==> src/rtl/core/jhm_pkg.sv <==
// ============================================================================
// jhm_pkg: joint histogram with marginals, shared definitions
// Sizes, command codes, beat types and count helpers shared by the design and testbench.
// ============================================================================
package jhm_pkg;

    localparam int MAX_BINS_A   = 256;
    localparam int MAX_BINS_B   = 256;
    localparam int COUNT_BITS   = 32;

    localparam int A_IDX_W      = $clog2(MAX_BINS_A);
    localparam int B_IDX_W      = $clog2(MAX_BINS_B);
    localparam int JOINT_DEPTH  = MAX_BINS_A * MAX_BINS_B;
    localparam int JOINT_ADDR_W = $clog2(JOINT_DEPTH);
    localparam int CFG_W        = 9;

    localparam logic [1:0] KIND_ACC   = 2'd0;
    localparam logic [1:0] KIND_READ  = 2'd1;
    localparam logic [1:0] KIND_CLEAR = 2'd2;

    localparam logic CFG_BINS_A = 1'b0;
    localparam logic CFG_BINS_B = 1'b1;

    localparam logic [CFG_W-1:0] BINS_USED_RESET = 9'd256;

    typedef logic [COUNT_BITS-1:0]   count_t;
    typedef logic [A_IDX_W-1:0]      a_idx_t;
    typedef logic [B_IDX_W-1:0]      b_idx_t;
    typedef logic [JOINT_ADDR_W-1:0] joint_addr_t;

    typedef struct packed {
        logic [1:0] kind;
        logic [7:0] code_a;
        logic [7:0] code_b;
    } item_t;

    typedef struct packed {
        logic [31:0] joint_count;
        logic [31:0] row_count;
        logic [31:0] col_count;
        logic        code_out_of_range;
    } result_t;

    typedef struct packed {
        logic        sweep;
        joint_addr_t sweep_addr;
        logic        clr_done;
    } ctrl_t;

    function automatic count_t sat_inc(input count_t v);
        count_t r;
        r = (v == '1) ? v : v + count_t'(1);
        return r;
    endfunction

    function automatic logic [31:0] out32(input count_t v);
        logic [63:0] w;
        w = 64'(v);
        return (w > 64'h0000_0000_FFFF_FFFF) ? 32'hFFFF_FFFF : w[31:0];
    endfunction

    function automatic logic code_ok(input logic [7:0] code, input logic [CFG_W-1:0] used,
                                     input int maxb);
        logic [15:0] lim;
        lim = (16'(used) < 16'(maxb)) ? 16'(used) : 16'(maxb);
        return 16'(code) < lim;
    endfunction

    function automatic joint_addr_t joint_addr(input a_idx_t a, input b_idx_t b);
        joint_addr_t r;
        r = JOINT_ADDR_W'(a) * JOINT_ADDR_W'(MAX_BINS_B) + JOINT_ADDR_W'(b);
        return r;
    endfunction

endpackage

==> src/rtl/core/jhm_upd.sv <==
// ============================================================================
// jhm_upd: read-modify-write datapath
// Issues reads, forwards the previous write, saturates counts, writes back
// and registers the result beat.
// ============================================================================
module jhm_upd (
    input  logic                          clk,
    input  logic                          rst_n,
    input  logic                          accept,
    input  jhm_pkg::item_t                cmd,
    input  logic [jhm_pkg::CFG_W-1:0]     bins_a_used,
    input  logic [jhm_pkg::CFG_W-1:0]     bins_b_used,
    input  jhm_pkg::ctrl_t                ctrl,
    input  jhm_pkg::count_t               joint_rd,
    input  jhm_pkg::count_t               row_rd,
    input  jhm_pkg::count_t               col_rd,
    output jhm_pkg::joint_addr_t          joint_raddr,
    output logic                          joint_we,
    output jhm_pkg::joint_addr_t          joint_waddr,
    output jhm_pkg::count_t               joint_wdata,
    output jhm_pkg::a_idx_t               row_raddr,
    output logic                          row_we,
    output jhm_pkg::a_idx_t               row_waddr,
    output jhm_pkg::count_t               row_wdata,
    output jhm_pkg::b_idx_t               col_raddr,
    output logic                          col_we,
    output jhm_pkg::b_idx_t               col_waddr,
    output jhm_pkg::count_t               col_wdata,
    output logic                          done,
    output jhm_pkg::result_t              result
);

    jhm_pkg::a_idx_t      a_idx;
    jhm_pkg::b_idx_t      b_idx;
    logic                 bad;

    logic                 s1_valid_reg, s1_valid_next;
    logic [1:0]           s1_kind_reg;
    logic                 s1_bad_reg;
    jhm_pkg::a_idx_t      s1_a_reg;
    jhm_pkg::b_idx_t      s1_b_reg;
    jhm_pkg::joint_addr_t s1_j_reg;

    logic                 fj_valid_reg, fj_valid_next;
    jhm_pkg::joint_addr_t fj_addr_reg, fj_addr_next;
    jhm_pkg::count_t      fj_data_reg, fj_data_next;
    logic                 fr_valid_reg, fr_valid_next;
    jhm_pkg::a_idx_t      fr_addr_reg, fr_addr_next;
    jhm_pkg::count_t      fr_data_reg, fr_data_next;
    logic                 fc_valid_reg, fc_valid_next;
    jhm_pkg::b_idx_t      fc_addr_reg, fc_addr_next;
    jhm_pkg::count_t      fc_data_reg, fc_data_next;

    jhm_pkg::count_t      j_cur, r_cur, c_cur;
    jhm_pkg::count_t      j_new, r_new, c_new;
    logic                 do_acc, do_rd, flag_bad;

    logic                 done_reg, done_next;
    jhm_pkg::result_t     result_reg, result_next;

    assign a_idx       = jhm_pkg::A_IDX_W'(cmd.code_a);
    assign b_idx       = jhm_pkg::B_IDX_W'(cmd.code_b);
    assign bad         = !jhm_pkg::code_ok(cmd.code_a, bins_a_used, jhm_pkg::MAX_BINS_A) ||
                         !jhm_pkg::code_ok(cmd.code_b, bins_b_used, jhm_pkg::MAX_BINS_B);
    assign joint_raddr = jhm_pkg::joint_addr(a_idx, b_idx);
    assign row_raddr   = a_idx;
    assign col_raddr   = b_idx;

    assign s1_valid_next = accept && (cmd.kind != jhm_pkg::KIND_CLEAR);

    always_comb
    begin
        j_cur = (fj_valid_reg && fj_addr_reg == s1_j_reg) ? fj_data_reg : joint_rd;
        r_cur = (fr_valid_reg && fr_addr_reg == s1_a_reg) ? fr_data_reg : row_rd;
        c_cur = (fc_valid_reg && fc_addr_reg == s1_b_reg) ? fc_data_reg : col_rd;
        j_new = jhm_pkg::sat_inc(j_cur);
        r_new = jhm_pkg::sat_inc(r_cur);
        c_new = jhm_pkg::sat_inc(c_cur);

        do_acc   = s1_valid_reg && (s1_kind_reg == jhm_pkg::KIND_ACC) && !s1_bad_reg;
        do_rd    = s1_valid_reg && (s1_kind_reg == jhm_pkg::KIND_READ) && !s1_bad_reg;
        flag_bad = s1_valid_reg && s1_bad_reg &&
                   ((s1_kind_reg == jhm_pkg::KIND_ACC) || (s1_kind_reg == jhm_pkg::KIND_READ));

        if (ctrl.sweep)
        begin
            joint_we    = 1'b1;
            joint_waddr = ctrl.sweep_addr;
            joint_wdata = '0;
            row_we      = 1'b1;
            row_waddr   = jhm_pkg::A_IDX_W'(ctrl.sweep_addr);
            row_wdata   = '0;
            col_we      = 1'b1;
            col_waddr   = jhm_pkg::B_IDX_W'(ctrl.sweep_addr);
            col_wdata   = '0;
        end
        else
        begin
            joint_we    = do_acc;
            joint_waddr = s1_j_reg;
            joint_wdata = j_new;
            row_we      = do_acc;
            row_waddr   = s1_a_reg;
            row_wdata   = r_new;
            col_we      = do_acc;
            col_waddr   = s1_b_reg;
            col_wdata   = c_new;
        end

        fj_valid_next = fj_valid_reg || joint_we;
        fj_addr_next  = joint_we ? joint_waddr : fj_addr_reg;
        fj_data_next  = joint_we ? joint_wdata : fj_data_reg;
        fr_valid_next = fr_valid_reg || row_we;
        fr_addr_next  = row_we ? row_waddr : fr_addr_reg;
        fr_data_next  = row_we ? row_wdata : fr_data_reg;
        fc_valid_next = fc_valid_reg || col_we;
        fc_addr_next  = col_we ? col_waddr : fc_addr_reg;
        fc_data_next  = col_we ? col_wdata : fc_data_reg;

        result_next = '0;
        if (do_acc)
        begin
            result_next.joint_count = jhm_pkg::out32(j_new);
            result_next.row_count   = jhm_pkg::out32(r_new);
            result_next.col_count   = jhm_pkg::out32(c_new);
        end
        else if (do_rd)
        begin
            result_next.joint_count = jhm_pkg::out32(j_cur);
            result_next.row_count   = jhm_pkg::out32(r_cur);
            result_next.col_count   = jhm_pkg::out32(c_cur);
        end
        result_next.code_out_of_range = flag_bad;

        done_next = s1_valid_reg || ctrl.clr_done;
    end

    always_ff @(posedge clk or negedge rst_n)
    begin
        if (!rst_n)
        begin
            s1_valid_reg <= 1'b0;
            fj_valid_reg <= 1'b0;
            fr_valid_reg <= 1'b0;
            fc_valid_reg <= 1'b0;
            done_reg     <= 1'b0;
        end
        else
        begin
            s1_valid_reg <= s1_valid_next;
            fj_valid_reg <= fj_valid_next;
            fr_valid_reg <= fr_valid_next;
            fc_valid_reg <= fc_valid_next;
            done_reg     <= done_next;
        end
    end

    always_ff @(posedge clk)
    begin
        if (accept)
        begin
            s1_kind_reg <= cmd.kind;
            s1_bad_reg  <= bad;
            s1_a_reg    <= a_idx;
            s1_b_reg    <= b_idx;
            s1_j_reg    <= joint_raddr;
        end
        fj_addr_reg <= fj_addr_next;
        fj_data_reg <= fj_data_next;
        fr_addr_reg <= fr_addr_next;
        fr_data_reg <= fr_data_next;
        fc_addr_reg <= fc_addr_next;
        fc_data_reg <= fc_data_next;
        result_reg  <= result_next;
    end

    assign done   = done_reg;
    assign result = result_reg;

endmodule

==> config.mk <==
export PLATFORM = sky130hd
export DESIGN_NAME = jhm_upd
export DESIGN_NICKNAME = d
export VERILOG_FILES = /design/src/rtl/core/jhm_pkg.sv /design/src/rtl/core/jhm_upd.sv
export SDC_FILE = /design/constraint.sdc
export NUM_CORES = 1
export LEC_CHECK = 0
export CORE_MARGIN = 10
export CORE_UTILIZATION = 40
export CTS_BUF_LIST = sky130_fd_sc_hd__clkbuf_4
export DETAILED_ROUTE_END_ITERATION = 6
export DONT_BUFFER_PORTS = 1
export MAX_ROUTING_LAYER = met4
export PLACE_DENSITY = 0.64
export SLEW_MARGIN = 40
export SYNTH_ARGS = -nofsm -noshare
export SYNTH_HDL_FRONTEND = slang
export SYNTH_SLANG_ARGS = --single-unit
==> constraint.sdc <==
create_clock -name clk -period 8.4 [get_ports clk]
set_clock_uncertainty 0.15 [all_clocks]
set_input_delay 0.84 -clock clk [delete_from_list [all_inputs] [get_ports clk]]
set_output_delay 0.84 -clock clk [all_outputs]
set_load 0.01 [all_outputs]
# Yosys cells after proc, flatten, opt, wreduce, memory -nomap -nowiden
# Cells that the tools add are included.
[word_totals] input_bits=153 out_inout_bits=261 ff_bits=265 word_cells=73
[classes] magnitude_cmp=4 eq_ne=8 n_reduce_logical=20 addsub=4 mux=17
[ops] operator="32-bit 2-to-1 mux" n=9
[ops] operator="96-bit 2-to-1 mux" n=2
[ops] operator="32-bit by 1-bit adder with 32-bit output, second input constant" n=3
[ops] operator="32-bit == test, second input constant" n=3
[ops] operator="8-bit by 9-bit less-than comparator with 1-bit output" n=2
[ops] operator="9-bit less-than comparator, second input constant" n=2
[ops] operator="9-bit 2-to-1 mux" n=2
[ops] operator="16-bit by 8-bit adder with 16-bit output" n=1
[ops] operator="16-bit == test" n=1
[ops] operator="8-bit == test" n=2
[ops] operator="16-bit 2-to-1 mux" n=1
[ops] operator="8-bit 2-to-1 mux" n=2
[ops] operator="1-bit logical AND" n=10
[ops] operator="1-bit logical OR" n=6
[ops] operator="1-bit logical NOT" n=3
[ops] operator="2-bit by 1-bit == test with 1-bit output, second input constant" n=1
[ops] operator="2-bit logical NOT" n=1
[ops] operator="2-bit inequality test, second input constant" n=1
[ops] operator="1-bit 2-to-1 mux" n=1

# Longest topological paths before layout
[logic_depth] depth_word=6 ltp_mapped=19 ltp_nobuf=15

# Worst setup path before layout
# OpenSTA, ideal clock, no wires.
[synth_path] path_kind="reg2out" start="reg s1_b_reg[4] (netlist name)" end="out joint_wdata[31]" setup_slack_ns=3.031 path_stages_with_launch=19 required_time_ns=7.410 arrival_ns=4.379 path_buffers=3 cell_sequence="edfxtp_1 xnor2_1 and4_1 nand3_1 nor4_4 buf_6 buf_6 buf_4 mux2i_1 inv_1 ha_1 nand2_1 or3_1 nor3_1 and2_1 mux2i_1 nand4_4 or4_1 nand2_1"
[synth_rtl] item="to (decl)" line="jhm_upd.sv:20" source="output jhm_pkg::count_t joint_wdata,"

==> impl_metrics.yaml <==
power_and_ir_drop:
  comb_power_share: 0.113
  p_leak_nw: 6.10
  clkPwrFrac: 0.407
  swShare: 0.285
  seqPwrFrac: 0.480
  p_switching_uw: 824
  ir_drop_v: 0.000107
  internal-power_mw: 2.07
  powerDensity_mw_per_mm2: 179
setup_path:
  worstReg2RegStart: "s1_b_reg[5]"
  rr_endpoint: "fj_data_reg[2]"
  start_kind: "flop"
  arrival_ns: 5.19
  cp_common_cell: "nor2_1"
  reg2regPathDepth: 14
  crit_fanout: 22
  r2r_slack_ns: 3.50
  max_stage_delay_ns: 0.61
  critPathSlowestCell: "nor2_1"
  crit_chain: "xnor2_1, and4_1, nand3_1, nor4_4, mux2i_1, inv_1, ha_1, and2_1, nand4_1, nor4_1, mux2_2, nor2_1, xor2_1, nor2_1"
  cp_top_family: "simple AND/OR/NAND/NOR gates"
  critPathBufInv: 1
  worstSetupEndpointType: "output pin"
  crit_required_ns: 7.41
  crit_type: "flop to output pin"
drt:
  vias: 12500
  drc: 0
  dr.pass1.iters: 6
  via_per_inst: 5.84
  wirelength_um: 52900
  wl_per_cell_um: 24.7
  drtIter0Drc: 1069
  ant_nets: 0
placed_design:
  pre_cts_ws_ns: 2.91
  place_congestion: 0.937
  portBuffers: 0
  placed_cells: 1988
  hpwlAfterDp_um: 39300
clock_tree:
  clock_sinks: 241
  cts_buffer_depth: 3
  cts_tree: "yes"
  cts-buffers-inserted: 70
  cts_htree_levels: 3
  cts-resized-gates: 0
  clock_latency_ns: 0.75
  cts_root_buffer: "clkbuf_4"
  cts.reportedPaths.clkPinSlew_ns: 0.07
cells_and_area:
  utilization: 0.442
  stdcell_count: 2141
  layout.nets: 1783
  largest_register_ffs: 97
  drive_above_1_share: 0.110
  synthToLayoutAreaGrowth_pct: 8.98
floorplan:
  start_util: 0.405
  ios: 414
  core_mm2: 0.0367
  die_w_um: 213
  die_area_mm2: 0.0453
  die_h_um: 213
  rows: 70
yosys:
  avgSynthCellArea_um2: 9.24
  yosysSeqAreaShare: 0.419
  synth_adder_area_share: 0.0143
  synth_compound_area_frac: 0.0462
  syn_nets: 1781
  syn_area_mm2: 0.0149
  synth_edf_count: 139
  ys_types: 58
  synth-simple-area-share: 0.257
  synth-seq-cells: 241
  synth-xor-area-share: 0.108
  yosys_warnings: 0
  synth_top_family_by_area: "simple AND/OR/NAND/NOR gates"
  muxShareOfSynthArea: 0.108
  async_reset_ff_frac: 0.0207
  syn_inst: 1611
  yosys_most_used_dff: "edfxtp_1"
outcome:
  status: "completed"
sta:
  tightest_slew_ns: 0.732
  setup_viol: 0
  slew_viol_final: 0
  period_minus_slack_ns: 6.18
  hold_viol_final: 0
  max_freq_mhz: 162
  slew_headroom: 0.498
  holdWs_ns: 0.0724
  fin_crit_sh: 0.735
  rsz0062_at_grt: "false"
  setup_tns_ns: 0
  timing.final.ws_setup_ns: 2.22
worst_hold_path:
  whs_path_depth: 0
  hold_end: "s1_b_reg[3]"
  worstHoldPathType: "input port to flop"
  holdCritStartpoint: "accept"
run:
  drv_cap: 0
global_route:
  grt_pass1_wl_um: 77800
  grt_antenna_before_repair: 3
  grt_pass1_vias: 12200
  grt.total_usage: 0.231
  overflow: 0
  grt_max_degree: 135
==> cell type report <==
type | instances | area (µm²)
antenna | 4 | 10.0
clock buffer | 98 | 736
clock inverter | 30 | 195
fill | 3544 | 20500
inverter | 21 | 78.8
multi-input combinational | 1237 | 7990
sequential | 241 | 6240
tap | 468 | 586
timing repair buffer | 42 | 375
==> power groups by stage <==
stage                     combinational [mW]  clock [mW]  sequential (mW)
after floorplan                        0.259           0             1.39
after global placement                 0.311           0             1.41
after detailed placement               0.316           0             1.41
after CTS                              0.327        1.22             1.39
after global routing                   0.357        1.28             1.40
final                                  0.327        1.18             1.39
==> what timing repair did <==
item                                    4_1_cts  5_1_grt
hold buffers                                 21        0
buffers inserted                              0        0
endpoints found under the hold margin        33        0
endpoints found under the setup margin        0        0
==> kinds of logic (layout without fill, tap and decap cells) <==
family	after synthesis	count (layout)
other cells	0	4
xor+xnor	184	184
flops	241	241
simple gates	772	772
compound gates	107	107
fa+ha+maj	17	17
buf+inv	133	191
mux	157	157
==> per-layer routing <==
metal	up-vias	wire (µm)	global-route usage
li1	5744	-	-
met5	-	0	-
met3	141	5830	0.0830
met4	0	2240	0.107
met2	666	24900	0.366
met1	5956	19900	0.258
==> synth_stat cells, drive strengths merged, types with 26 or more instances <==
cell    number  area [µm²]
nand4       59         384
nor4        28         196
mux2i      132        1320
xnor2       83         727
nand3       72         360
nand2b      29         181
xor2       101         885
o21ai       26         130
nor3        82         430
clkbuf      49         184
nand2      113         424
nor2       270        1010
and3        38         238
edfxtp     139        4170
a21oi       28         140
dfxtp       97        1940
buf         63         437
==> layout by cell type (no fill, tap or decap), types with 19 or more instances in the layout <==
master	Yosys	final
inv_1	20	20
mux2_2	24	24
dlygate4sd3_1	0	21
xnor2_1	83	83
edfxtp_1	139	139
dfxtp_1	97	97
nor3_1	78	77
nand2b_1	29	29
clkbuf_4	0	98
nor2_1	270	269
nand2_1	113	113
mux2i_1	132	130
nor4_1	26	24
nand4_1	58	58
xor2_1	101	101
nand3_1	72	72
a21oi_1	28	28
clkinv_1	1	21
buf_4	45	19
and3_1	38	38
==> worst max path at each step <==
stage                     start               to  slack [ns]  cells past startpoint
global route        s1_b_reg[5]   joint_wdata[2]        1.78                     14
detailed placement  s1_b_reg[5]  joint_wdata[25]        2.91                     15
global placement    s1_b_reg[5]  joint_wdata[25]        3.10                     15
finish              s1_b_reg[5]   joint_wdata[2]        2.22                     14
CTS                 s1_b_reg[5]  joint_wdata[25]        2.09                     15
floorplan           s1_b_reg[4]  joint_wdata[31]        3.03                     18
==> per-stage QoR <==
stage	total power, mW	area, µm²
after global placement	1.72	15000
after floorplan	1.65	14900
final	2.90	16200
after CTS	2.94	16200
after global routing	3.03	16200
after detailed placement	1.73	15100
==> worst reg2reg max path: stages, from the launching register on <==
cell      delay [ns]
edfxtp_1        0.40
xnor2_1         0.26
and4_1          0.25
nand3_1         0.14
nor4_4          0.58
mux2i_1         0.20
inv_1           0.12
ha_1            0.25
and2_1          0.15
nand4_1         0.21
nor4_1          0.48
mux2_2          0.55
nor2_1          0.10
xor2_1          0.16
nor2_1          0.61
Note: power is estimated with default switching activity, not from simulation.
