==> config.mk <==
export PLATFORM = sky130hd
export DESIGN_NAME = jhm_seq
export DESIGN_NICKNAME = d
export VERILOG_FILES = /design/src/rtl/core/jhm_pkg.sv /design/src/rtl/core/jhm_seq.sv
export SDC_FILE = /design/constraint.sdc
export NUM_CORES = 1
export LEC_CHECK = 0
export ABC_AREA = 1
export BUFFER_PORTS_ARGS = -buffer_cell sky130_fd_sc_hd__clkbuf_2
export CORE_ASPECT_RATIO = 1.1
export CORE_MARGIN = 5
export CORE_UTILIZATION = 55
export CTS_BUF_LIST = sky130_fd_sc_hd__clkbuf_2
export DETAILED_ROUTE_END_ITERATION = 6
export GPL_TIMING_DRIVEN = 0
export PLACE_DENSITY = 0.81
export SLEW_MARGIN = 25
export SYNTH_ARGS = -nofsm -noshare
export SYNTH_HDL_FRONTEND = slang
export SYNTH_SLANG_ARGS = --single-unit
==> constraint.sdc <==
create_clock -name clk -period 1.65 [get_ports clk]
set_clock_uncertainty 0.15 [all_clocks]
set_input_delay 0.165 -clock clk [delete_from_list [all_inputs] [get_ports clk]]
set_output_delay 0.165 -clock clk [all_outputs]
set_load 0.05 [all_outputs]
==> src/rtl/core/jhm_pkg.sv <==
// ============================================================================
// jhm_pkg: joint histogram with marginals, shared definitions
// Sizes, command codes, beat types and count helpers shared by the design and testbench.
// ============================================================================
package jhm_pkg;

    localparam int MAX_BINS_A   = 256;
    localparam int MAX_BINS_B   = 256;
    localparam int COUNT_BITS   = 32;

    localparam int A_IDX_W      = $clog2(MAX_BINS_A);
    localparam int B_IDX_W      = $clog2(MAX_BINS_B);
    localparam int JOINT_DEPTH  = MAX_BINS_A * MAX_BINS_B;
    localparam int JOINT_ADDR_W = $clog2(JOINT_DEPTH);
    localparam int CFG_W        = 9;

    localparam logic [1:0] KIND_ACC   = 2'd0;
    localparam logic [1:0] KIND_READ  = 2'd1;
    localparam logic [1:0] KIND_CLEAR = 2'd2;

    localparam logic CFG_BINS_A = 1'b0;
    localparam logic CFG_BINS_B = 1'b1;

    localparam logic [CFG_W-1:0] BINS_USED_RESET = 9'd256;

    typedef logic [COUNT_BITS-1:0]   count_t;
    typedef logic [A_IDX_W-1:0]      a_idx_t;
    typedef logic [B_IDX_W-1:0]      b_idx_t;
    typedef logic [JOINT_ADDR_W-1:0] joint_addr_t;

    typedef struct packed {
        logic [1:0] kind;
        logic [7:0] code_a;
        logic [7:0] code_b;
    } item_t;

    typedef struct packed {
        logic [31:0] joint_count;
        logic [31:0] row_count;
        logic [31:0] col_count;
        logic        code_out_of_range;
    } result_t;

    typedef struct packed {
        logic        sweep;
        joint_addr_t sweep_addr;
        logic        clr_done;
    } ctrl_t;

    function automatic count_t sat_inc(input count_t v);
        count_t r;
        r = (v == '1) ? v : v + count_t'(1);
        return r;
    endfunction

    function automatic logic [31:0] out32(input count_t v);
        logic [63:0] w;
        w = 64'(v);
        return (w > 64'h0000_0000_FFFF_FFFF) ? 32'hFFFF_FFFF : w[31:0];
    endfunction

    function automatic logic code_ok(input logic [7:0] code, input logic [CFG_W-1:0] used,
                                     input int maxb);
        logic [15:0] lim;
        lim = (16'(used) < 16'(maxb)) ? 16'(used) : 16'(maxb);
        return 16'(code) < lim;
    endfunction

    function automatic joint_addr_t joint_addr(input a_idx_t a, input b_idx_t b);
        joint_addr_t r;
        r = JOINT_ADDR_W'(a) * JOINT_ADDR_W'(MAX_BINS_B) + JOINT_ADDR_W'(b);
        return r;
    endfunction

endpackage

==> src/rtl/core/jhm_seq.sv <==
// ============================================================================
// jhm_seq: clearing sequencer
// Walks every bin address after reset and on a clear beat, holding busy high.
// ============================================================================
module jhm_seq (
    input  logic           clk,
    input  logic           rst_n,
    input  logic           clr_start,
    output logic           busy,
    output jhm_pkg::ctrl_t ctrl
);

    localparam logic ST_IDLE  = 1'b0;
    localparam logic ST_SWEEP = 1'b1;

    logic                 state_reg, state_next;
    logic                 report_reg, report_next;
    jhm_pkg::joint_addr_t addr_reg, addr_next;
    logic                 last;

    assign last = (addr_reg == jhm_pkg::JOINT_ADDR_W'(jhm_pkg::JOINT_DEPTH - 1));

    always_comb
    begin
        state_next  = state_reg;
        report_next = report_reg;
        addr_next   = addr_reg;
        case (state_reg)
            ST_IDLE:
            begin
                if (clr_start)
                begin
                    state_next  = ST_SWEEP;
                    report_next = 1'b1;
                    addr_next   = '0;
                end
            end
            ST_SWEEP:
            begin
                addr_next = addr_reg + jhm_pkg::joint_addr_t'(1);
                if (last)
                begin
                    state_next  = ST_IDLE;
                    report_next = 1'b0;
                end
            end
            default:
            begin
                state_next = ST_IDLE;
            end
        endcase
    end

    always_ff @(posedge clk or negedge rst_n)
    begin
        if (!rst_n)
        begin
            state_reg  <= ST_SWEEP;
            report_reg <= 1'b0;
            addr_reg   <= '0;
        end
        else
        begin
            state_reg  <= state_next;
            report_reg <= report_next;
            addr_reg   <= addr_next;
        end
    end

    assign busy            = (state_reg == ST_SWEEP);
    assign ctrl.sweep      = (state_reg == ST_SWEEP);
    assign ctrl.sweep_addr = addr_reg;
    assign ctrl.clr_done   = (state_reg == ST_SWEEP) && last && report_reg;

endmodule

* Word-level counts from Yosys, hierarchy flattened *
Index checks and enable logic that the tools add are counted.
Widths: inputs -> output; s select.

cells by class
  equal/unequal tests = 3
  reduce and logical (&&, ||, !) cells = 3
  add/sub/neg operators = 1
  bitwise gates (word level) = 1
  multiplexer cells = 8

operators with widths
  operator               number
  $pmux 16 s2            1
  $add 16x1->16 const B  1
  $eq 16x16->1 const B   1
  $mux 16                1
  $mux 1                 4
  $pmux 1 s2             2
  $logic_and 1x1->1      2
  $ne 2x1->1 const B     1
  $ne 2x2->1 const B     1
  $reduce_and 2->1       1
  $not 1->1              1

word-level totals
  register bits after elaboration = 18

* Logic depth before layout (Yosys ltp) *
Gate-level depths: netlist (run 1).

  depth in word-level cells = 3
  depth in mapped cells = 7
  mapped depth without buffers = 7

* Worst setup path before layout (run 1) *
Ideal clock, no wire load.

  path type = flip-flop to output port
  from = register addr_reg[0]
  to = output ctrl[0] in the netlist's numbering
  path buffers = 0
  stages on the path, launching flop included = 6
  required time = 1.335 ns
  arrival = 1.996 ns
  path slack = -0.661 ns
  cells stage by stage = dfrtp_1 > ha_1 > nand3_2 > nor2_4 > nand4_2 > nor2_1

RTL lines
  what                      RTL line       RTL
  start: declaration        jhm_seq.sv:18  jhm_pkg::joint_addr_t addr_reg, addr_next;
  start signal: assignment  jhm_seq.sv:66  addr_reg <= addr_next;
  end: declaration          jhm_seq.sv:10  output jhm_pkg::ctrl_t ctrl

==> flow_metrics.tcl, run 1 <==
set metrics [dict create \
    outcome "complete, but fails checks" \
    violations "negative setup slack" \
    setup_viol 3 \
    synth_area_leaders "dfrtp_1 (43%), nand2_1 (14%), nor2_1 (6.4%)" \
    dieArea_um2 2770 \
    clockBufferDepth 2 \
    crit_type "register to primary output" \
    synth_top_cell_by_area "dfrtp_1" \
    worstPathCellList "nand3_4 -> nor2_4 -> nand4_4 -> nor2_4 -> buf_8" \
    p_per_area_nw_per_um2 1480 \
    dpl-instance-area_um2 1180 \
    drv_cap 0 \
    end_kind "primary output" \
    tightestPinTransition_ns 0.471 \
    clock-root-buffer "clkbuf_2" \
    grt_max_degree 19 \
    holdWs_ns 0.147 \
    pin_count 22 \
    drive_above_1_share_pct 35.8 \
    fin_crit_sh_pct 114 \
    grt_pass1_vias 981 \
    dpl.hpwl_um 1650 \
    synthCells 129 \
    ir_worst_vdd_mv 1.42 \
    seq_area_frac_synth_pct 45.3 \
    ys.flop_type "dfrtp_1" \
    gp_congestion 0.824 \
    start_util_pct 56.6 \
    nFillCells 146 \
    cp_slowest_stage_delay_ns 0.68 \
    first_iter_violations 19 \
    cts-buffers-inserted 3 \
    vias 966 \
    leakagePower_nw 0.666 \
    num_rows 16 \
    async_reset_ff_share_pct 100 \
    synth_edf_count 0 \
    nets 167 \
    synth_common_cells "nand2_1 (37), dfrtp_1 (17), nor2_1 (17), inv_1 (16), nand3_1 (9)" \
    hp-class "primary input to async pin" \
    max-slew-margin-rel_pct 68.6 \
    syn_area_um2 997 \
    synth_top_cell_area_share_pct 42.7 \
    yosys_warnings 0 \
    worstPathMaxFanout 2 \
    synthesis.nets 133 \
    n_antenna_cell 0 \
    critPathBufInv 1 \
    ant_nets 0 \
    crit_path_frequent_cell "nor2_4" \
    drt-pass1-iter-count 4 \
    largest_reg_flops 16 \
    required_ns 1.33 \
    synth.distinct_cells 23 \
    grt.overflow.total 0 \
    yosys_register_bits 18 \
    tritoncts "done" \
    start_kind "register" \
    fin_area_um2 1310 \
    drt-total-wl_um 2360 \
    synth_most_common_cell "nand2_1" \
    finalCriticalPeriod_ns 1.88 \
    final_max_slew_viol_count 0 \
    critPathTopFamily "flip-flops" \
    total_power_mw 1.94 \
    slowest_stage "dfstp_4" \
    worst_slack_ns -0.232 \
    syn_area_per_cell_um2 7.73 \
    detail_route.vias_per_cell 5.37 \
    core_um2 1760 \
    drc_errors 0 \
    clk_latency_ns 0.32 \
    cts-htree-levels 1 \
    track_usage_pct 20.3 \
    antenna_found_initial 0 \
    synthToLayoutAreaGrowth_pct 31.5 \
    die_w_um 50.6 \
    portBuffers 21 \
    timing.fmax_mhz 531 \
    rsz0062_at_grt "yes" \
    hold_violations 0 \
    grt_pass1_wl_um 4130 \
    cp.arrival_ns 1.57 \
    cts_sinks 18 \
    place_ws_ns -0.170 \
    die_h_um 54.7 \
    clk_pin_slew_worst_paths_ns 0.18 \
    avgRoutedWirePerCell_um 13.1 \
]
report_power, final:
part	leakage [nW]	internal (mW)	switching, mW	total (mW)
logic	0.444	0.265	0.736	1.00
registers	0.206	0.570	0.155	0.726
clock network	0.0166	0.0642	0.144	0.209
total	0.666	0.900	1.04	1.94
cells by family (layout without fill, tap and decap cells):
logic type,Yosys count,count (layout),share of synthesized area (%)
AND/OR/NAND/NOR,77,77,37.6
buffers and inverters,19,52,7.90
flip-flops,18,18,45.3
AO/OA/AOI/OAI,14,14,7.90
adder cells (fa/ha/maj),1,1,1.25
cells in the final DEF, fill, tap and decap left out:
cell type      instances
dfrtp_1                8
inv_1                 16
a22o_1                 1
a21oi_1                4
nand4_1                3
o21ai_1                6
o21bai_1               2
nor2_4                 3
ha_4                   1
nand4_4                1
nor2_8                 1
dfstp_4                1
nor2_1                15
nor2_2                 2
nand2_4                1
o21ai_0                1
nand3_4                2
dlygate4sd3_1          2
nand3_1                9
nand2_1               35
buf_4                  7
buf_8                  2
buf_6                  1
nand2_2                4
dfrtp_2                9
clkinv_1               1
clkbuf_2              22
clkbuf_8               1
nor2b_1                1
path summary, 6_finish.rpt:
path                        startpoint      endpoint  slack (ns)  depth (start not counted)
setup / recovery                  busy       ctrl[0]       -0.23                          5
hold / removal                   rst_n  addr_reg[10]        0.15                          2
setup reg to reg                  busy  addr_reg[13]       -0.01                          6
hold reg to reg            addr_reg[7]   addr_reg[7]        0.37                          1
max in group asynchronous        rst_n   addr_reg[7]        0.84                          2
min in group clk           addr_reg[7]   addr_reg[7]        0.37                          1
metrics by stage:
stage          TNS [ns]  util, %  cells
6_report         -0.349     74.4    180
5_1_grt          -0.747     74.4    180
4_1_cts          -0.359     72.8    179
3_5_place_dp     -0.170     66.8    168
3_3_place_gp     -0.149     66.8    168
2_1_floorplan    -0.128        -    129
metal layers:
layer  GRT usage (%)  part of all wire, %
met1            20.8                   38
met2            38.4                   53
met3            3.27                  5.2
met4            12.8                  3.5
met5               0                    0
cell type report:
type                    instances  area (um^2)  share of cell area, %
repair buffers                 29          199                   15.2
plain buffers                   2         18.8                   1.43
clock buffers                   4         20.0                   1.53
multi-input cells              92          520                   39.7
inverters                      17         63.8                   4.87
well taps                      18         22.5                   1.72
flip-flops and latches         18          467                   35.6
what timing repair did:
action                                  4_1_cts  5_1_grt
setup buffers                                 5        0
cloned                                        0        1
hold buffers                                  2        0
endpoints found under the setup margin        2       17
hold endpoints to repair                     20        0
pin swaps                                     4        0
resized for setup                             7        8
Power figures use the tool's default switching activity.
==> run 2, diff against run 1 <==
- CORE_ASPECT_RATIO: 1.1 -> unset
==> flow_metrics.tcl, run 2 (synthesis results as in run 1) <==
set metrics [dict create \
    outcome "complete, but fails checks" \
    violations "negative setup slack" \
    drc_errors 0 \
    r2r-start "busy" \
    fin_area_um2 1310 \
    leakagePower_nw 0.653 \
    holdWs_ns 0.161 \
    antenna_found_initial 0 \
    clock-root-buffer "clkbuf_2" \
    dpl.hpwl_um 1640 \
    cts-htree-levels 1 \
    pin_count 22 \
    ir_worst_vdd_mv 0.740 \
    n_antenna_cell 0 \
    cts-buffers-inserted 3 \
    avgRoutedWirePerCell_um 12.9 \
    cts_sinks 18 \
    dpl-instance-area_um2 1180 \
    slowest_stage "dfstp_4" \
    drt-total-wl_um 2380 \
    tritoncts "done" \
    final_max_slew_viol_count 0 \
    die_w_um 52.6 \
    hold_violations 0 \
    finalCriticalPeriod_ns 1.90 \
    worstPathMaxFanout 3 \
    dpl.cell_count 175 \
    worstPathCellList "nand3_4 -> nor2_4 -> nand4_4 -> nor2_4 -> buf_8" \
    track_usage_pct 19.4 \
    nets 165 \
    fin_crit_sh_pct 115 \
    cp.arrival_ns 1.58 \
    layout_commonest_cell "nand2_1" \
    cp_slowest_stage_delay_ns 0.67 \
    vias 940 \
    worstRegToRegCells 6 \
    synthToLayoutAreaGrowth_pct 31.1 \
    start_kind "register" \
    final_cell_mix "nand2_1 (36), clkbuf_2 (21), inv_1 (16)" \
    core_um2 1730 \
    detail_route.vias_per_cell 5.08 \
    p_per_area_nw_per_um2 1470 \
    utilization_pct 75.7 \
    critPathBufInv 1 \
    clockBufferDepth 2 \
    total_power_mw 1.93 \
    grt_max_degree 19 \
    die_h_um 52.6 \
    setup_viol 2 \
    first_iter_violations 26 \
    seq_area_um2 467 \
    multi_input_area_um2 513 \
    gp_congestion 0.865 \
    hp-class "primary input to async pin" \
    crit_path_frequent_cell "nor2_4" \
    num_rows 15 \
    dieArea_um2 2760 \
    rrSetupSlack_ns 0.06 \
    crit_type "register to primary output" \
    drv_cap 0 \
    required_ns 1.33 \
    largest_reg_flops 16 \
    end_kind "primary output" \
    start_util_pct 57.8 \
    worst_slack_ns -0.249 \
    grt_pass1_vias 885 \
    critPathTopFamily "flip-flops" \
    r2r_end "addr_reg[13]" \
    drt-pass1-iter-count 4 \
    clk_pin_slew_worst_paths_ns 0.18 \
    rsz0062_at_grt "yes" \
    ant_nets 0 \
    timing.fmax_mhz 527 \
    portBuffers 21 \
    nFillCells 125 \
    grt.overflow.total 0 \
    max-slew-margin-rel_pct 70.3 \
    drive_above_1_share_pct 33.8 \
    clk_latency_ns 0.30 \
    tightestPinTransition_ns 0.446 \
    grt_pass1_wl_um 3910 \
    fin_cells 185 \
]
[run 2: cell types whose count changed in the layout (fill, tap and decap cells not counted), sizes merged]
cell and delta:
buf -2, clkbuf -1, clkinv +1
[run 2: worst max path at each step]
| stage | start | to | slack, ns | cells after the start |
|---|---|---|---|---|
| after detailed placement | busy | ctrl[0] | -0.18 | 5 |
| after CTS | busy | ctrl[0] | -0.27 | 5 |
| after global placement | busy | ctrl[0] | -0.17 | 5 |
| final | busy | ctrl[0] | -0.25 | 5 |
| after floorplan | busy | ctrl[0] | -0.13 | 4 |
| after global routing | busy | ctrl[0] | -0.33 | 5 |
[run 2: power by group]
part / total (mW) / switching (mW) / leakage (nW) / internal, mW
combinational: 0.998 / 0.735 / 0.433 / 0.264
sequential: 0.733 / 0.163 / 0.206 / 0.570
clock: 0.196 / 0.143 / 0.0140 / 0.0527
total: 1.93 / 1.04 / 0.653 / 0.887
[run 2: layout make-up]
type / instances / share of cell area, %
buffer: 2 / 1.44
clock buffer: 3 / 1.15
clock inverter: 1 / 0.287
inverter: 17 / 4.88
multi-input combinational: 92 / 39.2
sequential: 18 / 35.7
tap: 25 / 2.39
timing repair buffer: 27 / 14.9
[run 2: worst reg2reg max path: stages, from the launching register on]
cell and delay, ns:
dfstp_4 0.67, buf_4 0.15, nand2_2 0.09, nor2_8 0.14
nand3_4 0.10, o21bai_1 0.14, nand2_1 0.06
[run 2: layer usage]
metal  global-route usage (%)  part of all wire [%]
met1                     25.5                    45
met2                     30.6                    48
met3                     3.13                   5.3
met4                     9.79                   2.3
met5                        0                     0
[run 2: repair_timing]
item,4_1_cts,5_1_grt
gates resized for setup,8,5
hold buffers,2,0
setup buffers,3,1
endpoints found under the hold margin,20,0
pin swaps,3,1
endpoints found under the setup margin,2,11
[run 2: through the flow]
step	TNS, ns	setup slack (ns)
after floorplan	-0.128	-0.128
after global placement	-0.168	-0.168
after detailed placement	-0.179	-0.179
after CTS	-0.336	-0.274
after global routing	-0.559	-0.333
final	-0.320	-0.249
==> run 3, diff against run 2 <==
- CAP_MARGIN: unset -> 20
- CORE_MARGIN: 5 -> unset
==> flow_metrics.tcl, run 3 (synthesis results as in run 1) <==
set metrics [dict create \
    cts-htree-levels 1 \
    clk_latency_ns 0.30 \
    final_max_slew_viol_count 0 \
    ant_nets 0 \
    fin_crit_sh_pct 113 \
    die_w_um 44.6 \
    crit_type "register to primary output" \
    hold_violations 0 \
    detail_route.vias_per_cell 5.03 \
    start_kind "register" \
    tightestPinTransition_ns 0.445 \
    core_um2 1710 \
    seq_area_um2 467 \
    grt_pass1_vias 814 \
    dieArea_um2 1990 \
    num_rows 15 \
    ir_worst_vdd_mv 0.970 \
    end_kind "primary output" \
    nFillCells 128 \
    grt_pass1_wl_um 3530 \
    gp_congestion 0.869 \
    dpl.hpwl_um 1550 \
    r2r_end "addr_reg[15]" \
    pin_count 22 \
    grt.overflow.total 0 \
    cp.arrival_ns 1.55 \
    final_cell_mix "nand2_1 (35), clkbuf_2 (22), inv_1 (16)" \
    clockBufferDepth 2 \
    setup_viol 2 \
    leakagePower_nw 0.660 \
    timing.fmax_mhz 535 \
    n_antenna_cell 0 \
    p_per_area_nw_per_um2 1480 \
    track_usage_pct 25.4 \
    tritoncts "done" \
    largest_reg_flops 16 \
    avgRoutedWirePerCell_um 11.8 \
    violations "negative setup slack" \
    start_util_pct 58.4 \
    die_h_um 44.6 \
    worstPathMaxFanout 3 \
    clock-root-buffer "clkbuf_2" \
    max-slew-margin-rel_pct 70.3 \
    cts-buffers-inserted 3 \
    multi_input_area_um2 510 \
    nets 167 \
    place_ws_ns -0.175 \
    finalCriticalPeriod_ns 1.87 \
    antenna_found_initial 0 \
    rsz0062_at_grt "yes" \
    dpl-instance-area_um2 1180 \
    grt_max_degree 19 \
    slowest_stage "dfstp_4" \
    clk_pin_slew_worst_paths_ns 0.17 \
    vias 940 \
    rrSetupSlack_ns 0.02 \
    worstPathCellList "nand3_4 -> nor2_4 -> nand4_4 -> nor2_4 -> buf_8" \
    cts_sinks 18 \
    drive_above_1_share_pct 35.8 \
    fin_area_um2 1310 \
    worst_slack_ns -0.218 \
    worstRegToRegCells 6 \
    crit_path_frequent_cell "nor2_4" \
    portBuffers 21 \
    drc_errors 0 \
    hp-class "primary input to async pin" \
    cp_slowest_stage_delay_ns 0.67 \
    drt-total-wl_um 2210 \
    first_iter_violations 27 \
    r2r-start "busy" \
    required_ns 1.33 \
    layout_commonest_cell "nand2_1" \
    drt-pass1-iter-count 4 \
    synthToLayoutAreaGrowth_pct 31.4 \
    drv_cap 0 \
    outcome "complete, but fails checks" \
]
run 3: how the worst max path moves through the flow:
stage	start	endpoint	slack, ns
after floorplan	busy	ctrl[0]	-0.13
after global placement	busy	ctrl[0]	-0.16
after detailed placement	busy	ctrl[0]	-0.18
after CTS	busy	ctrl[0]	-0.24
after global routing	busy	ctrl[0]	-0.31
final	busy	ctrl[0]	-0.22
run 3: per-stage QoR:
stage / power [mW] / hold slack, ns / util, % / instances / TNS [ns]
after CTS: 1.91 / 0.169 / 75.2 / 185 / -0.307
after detailed placement: 1.67 / -0.0197 / 69.4 / 175 / -0.175
after global routing: 2.06 / 0.198 / 76.7 / 187 / -0.652
after global placement: 1.64 / -0.0200 / 69.4 / 175 / -0.156
final: 1.94 / 0.154 / 76.7 / 187 / -0.308
after floorplan: 1.46 / -0.281 / - / 129 / -0.128
run 3: layout make-up:
cell class,count,area share [%]
buffer,2,1.43
clock buffer,4,1.53
inverter,17,4.87
timing repair buffer,29,15.2
tap,25,2.39
multi-input combinational,92,39.0
sequential,18,35.6
run 3: routing by layer:
metal	global-route usage (%)	share of wire (%)	wire length [um]
met3	4.90	3.4	76
met2	41.5	50	1100
met4	12.7	1.4	31
met5	0	0	0
met1	32.0	45	1010
run 3: worst max-delay path: cells and delay by family, from the launching register on:
kind / cells / cell delay [ns]
buffers and inverters: 1 / 0.15
flip-flops: 1 / 0.67
AND/OR/NAND/NOR: 4 / 0.42
run 3: timing repair:
item | CTS | global route
buffers inserted | 4 | 2
hold buffers | 2 | 0
gates resized for setup | 7 | 5
pin swaps | 3 | 1
hold endpoints to repair | 19 | 0
endpoints found under the setup margin | 2 | 17
run 3: report_power, final:
part,total [mW],internal (mW),switching [mW]
registers,0.730,0.571,0.160
logic,1.01,0.281,0.726
clock network,0.199,0.0642,0.135
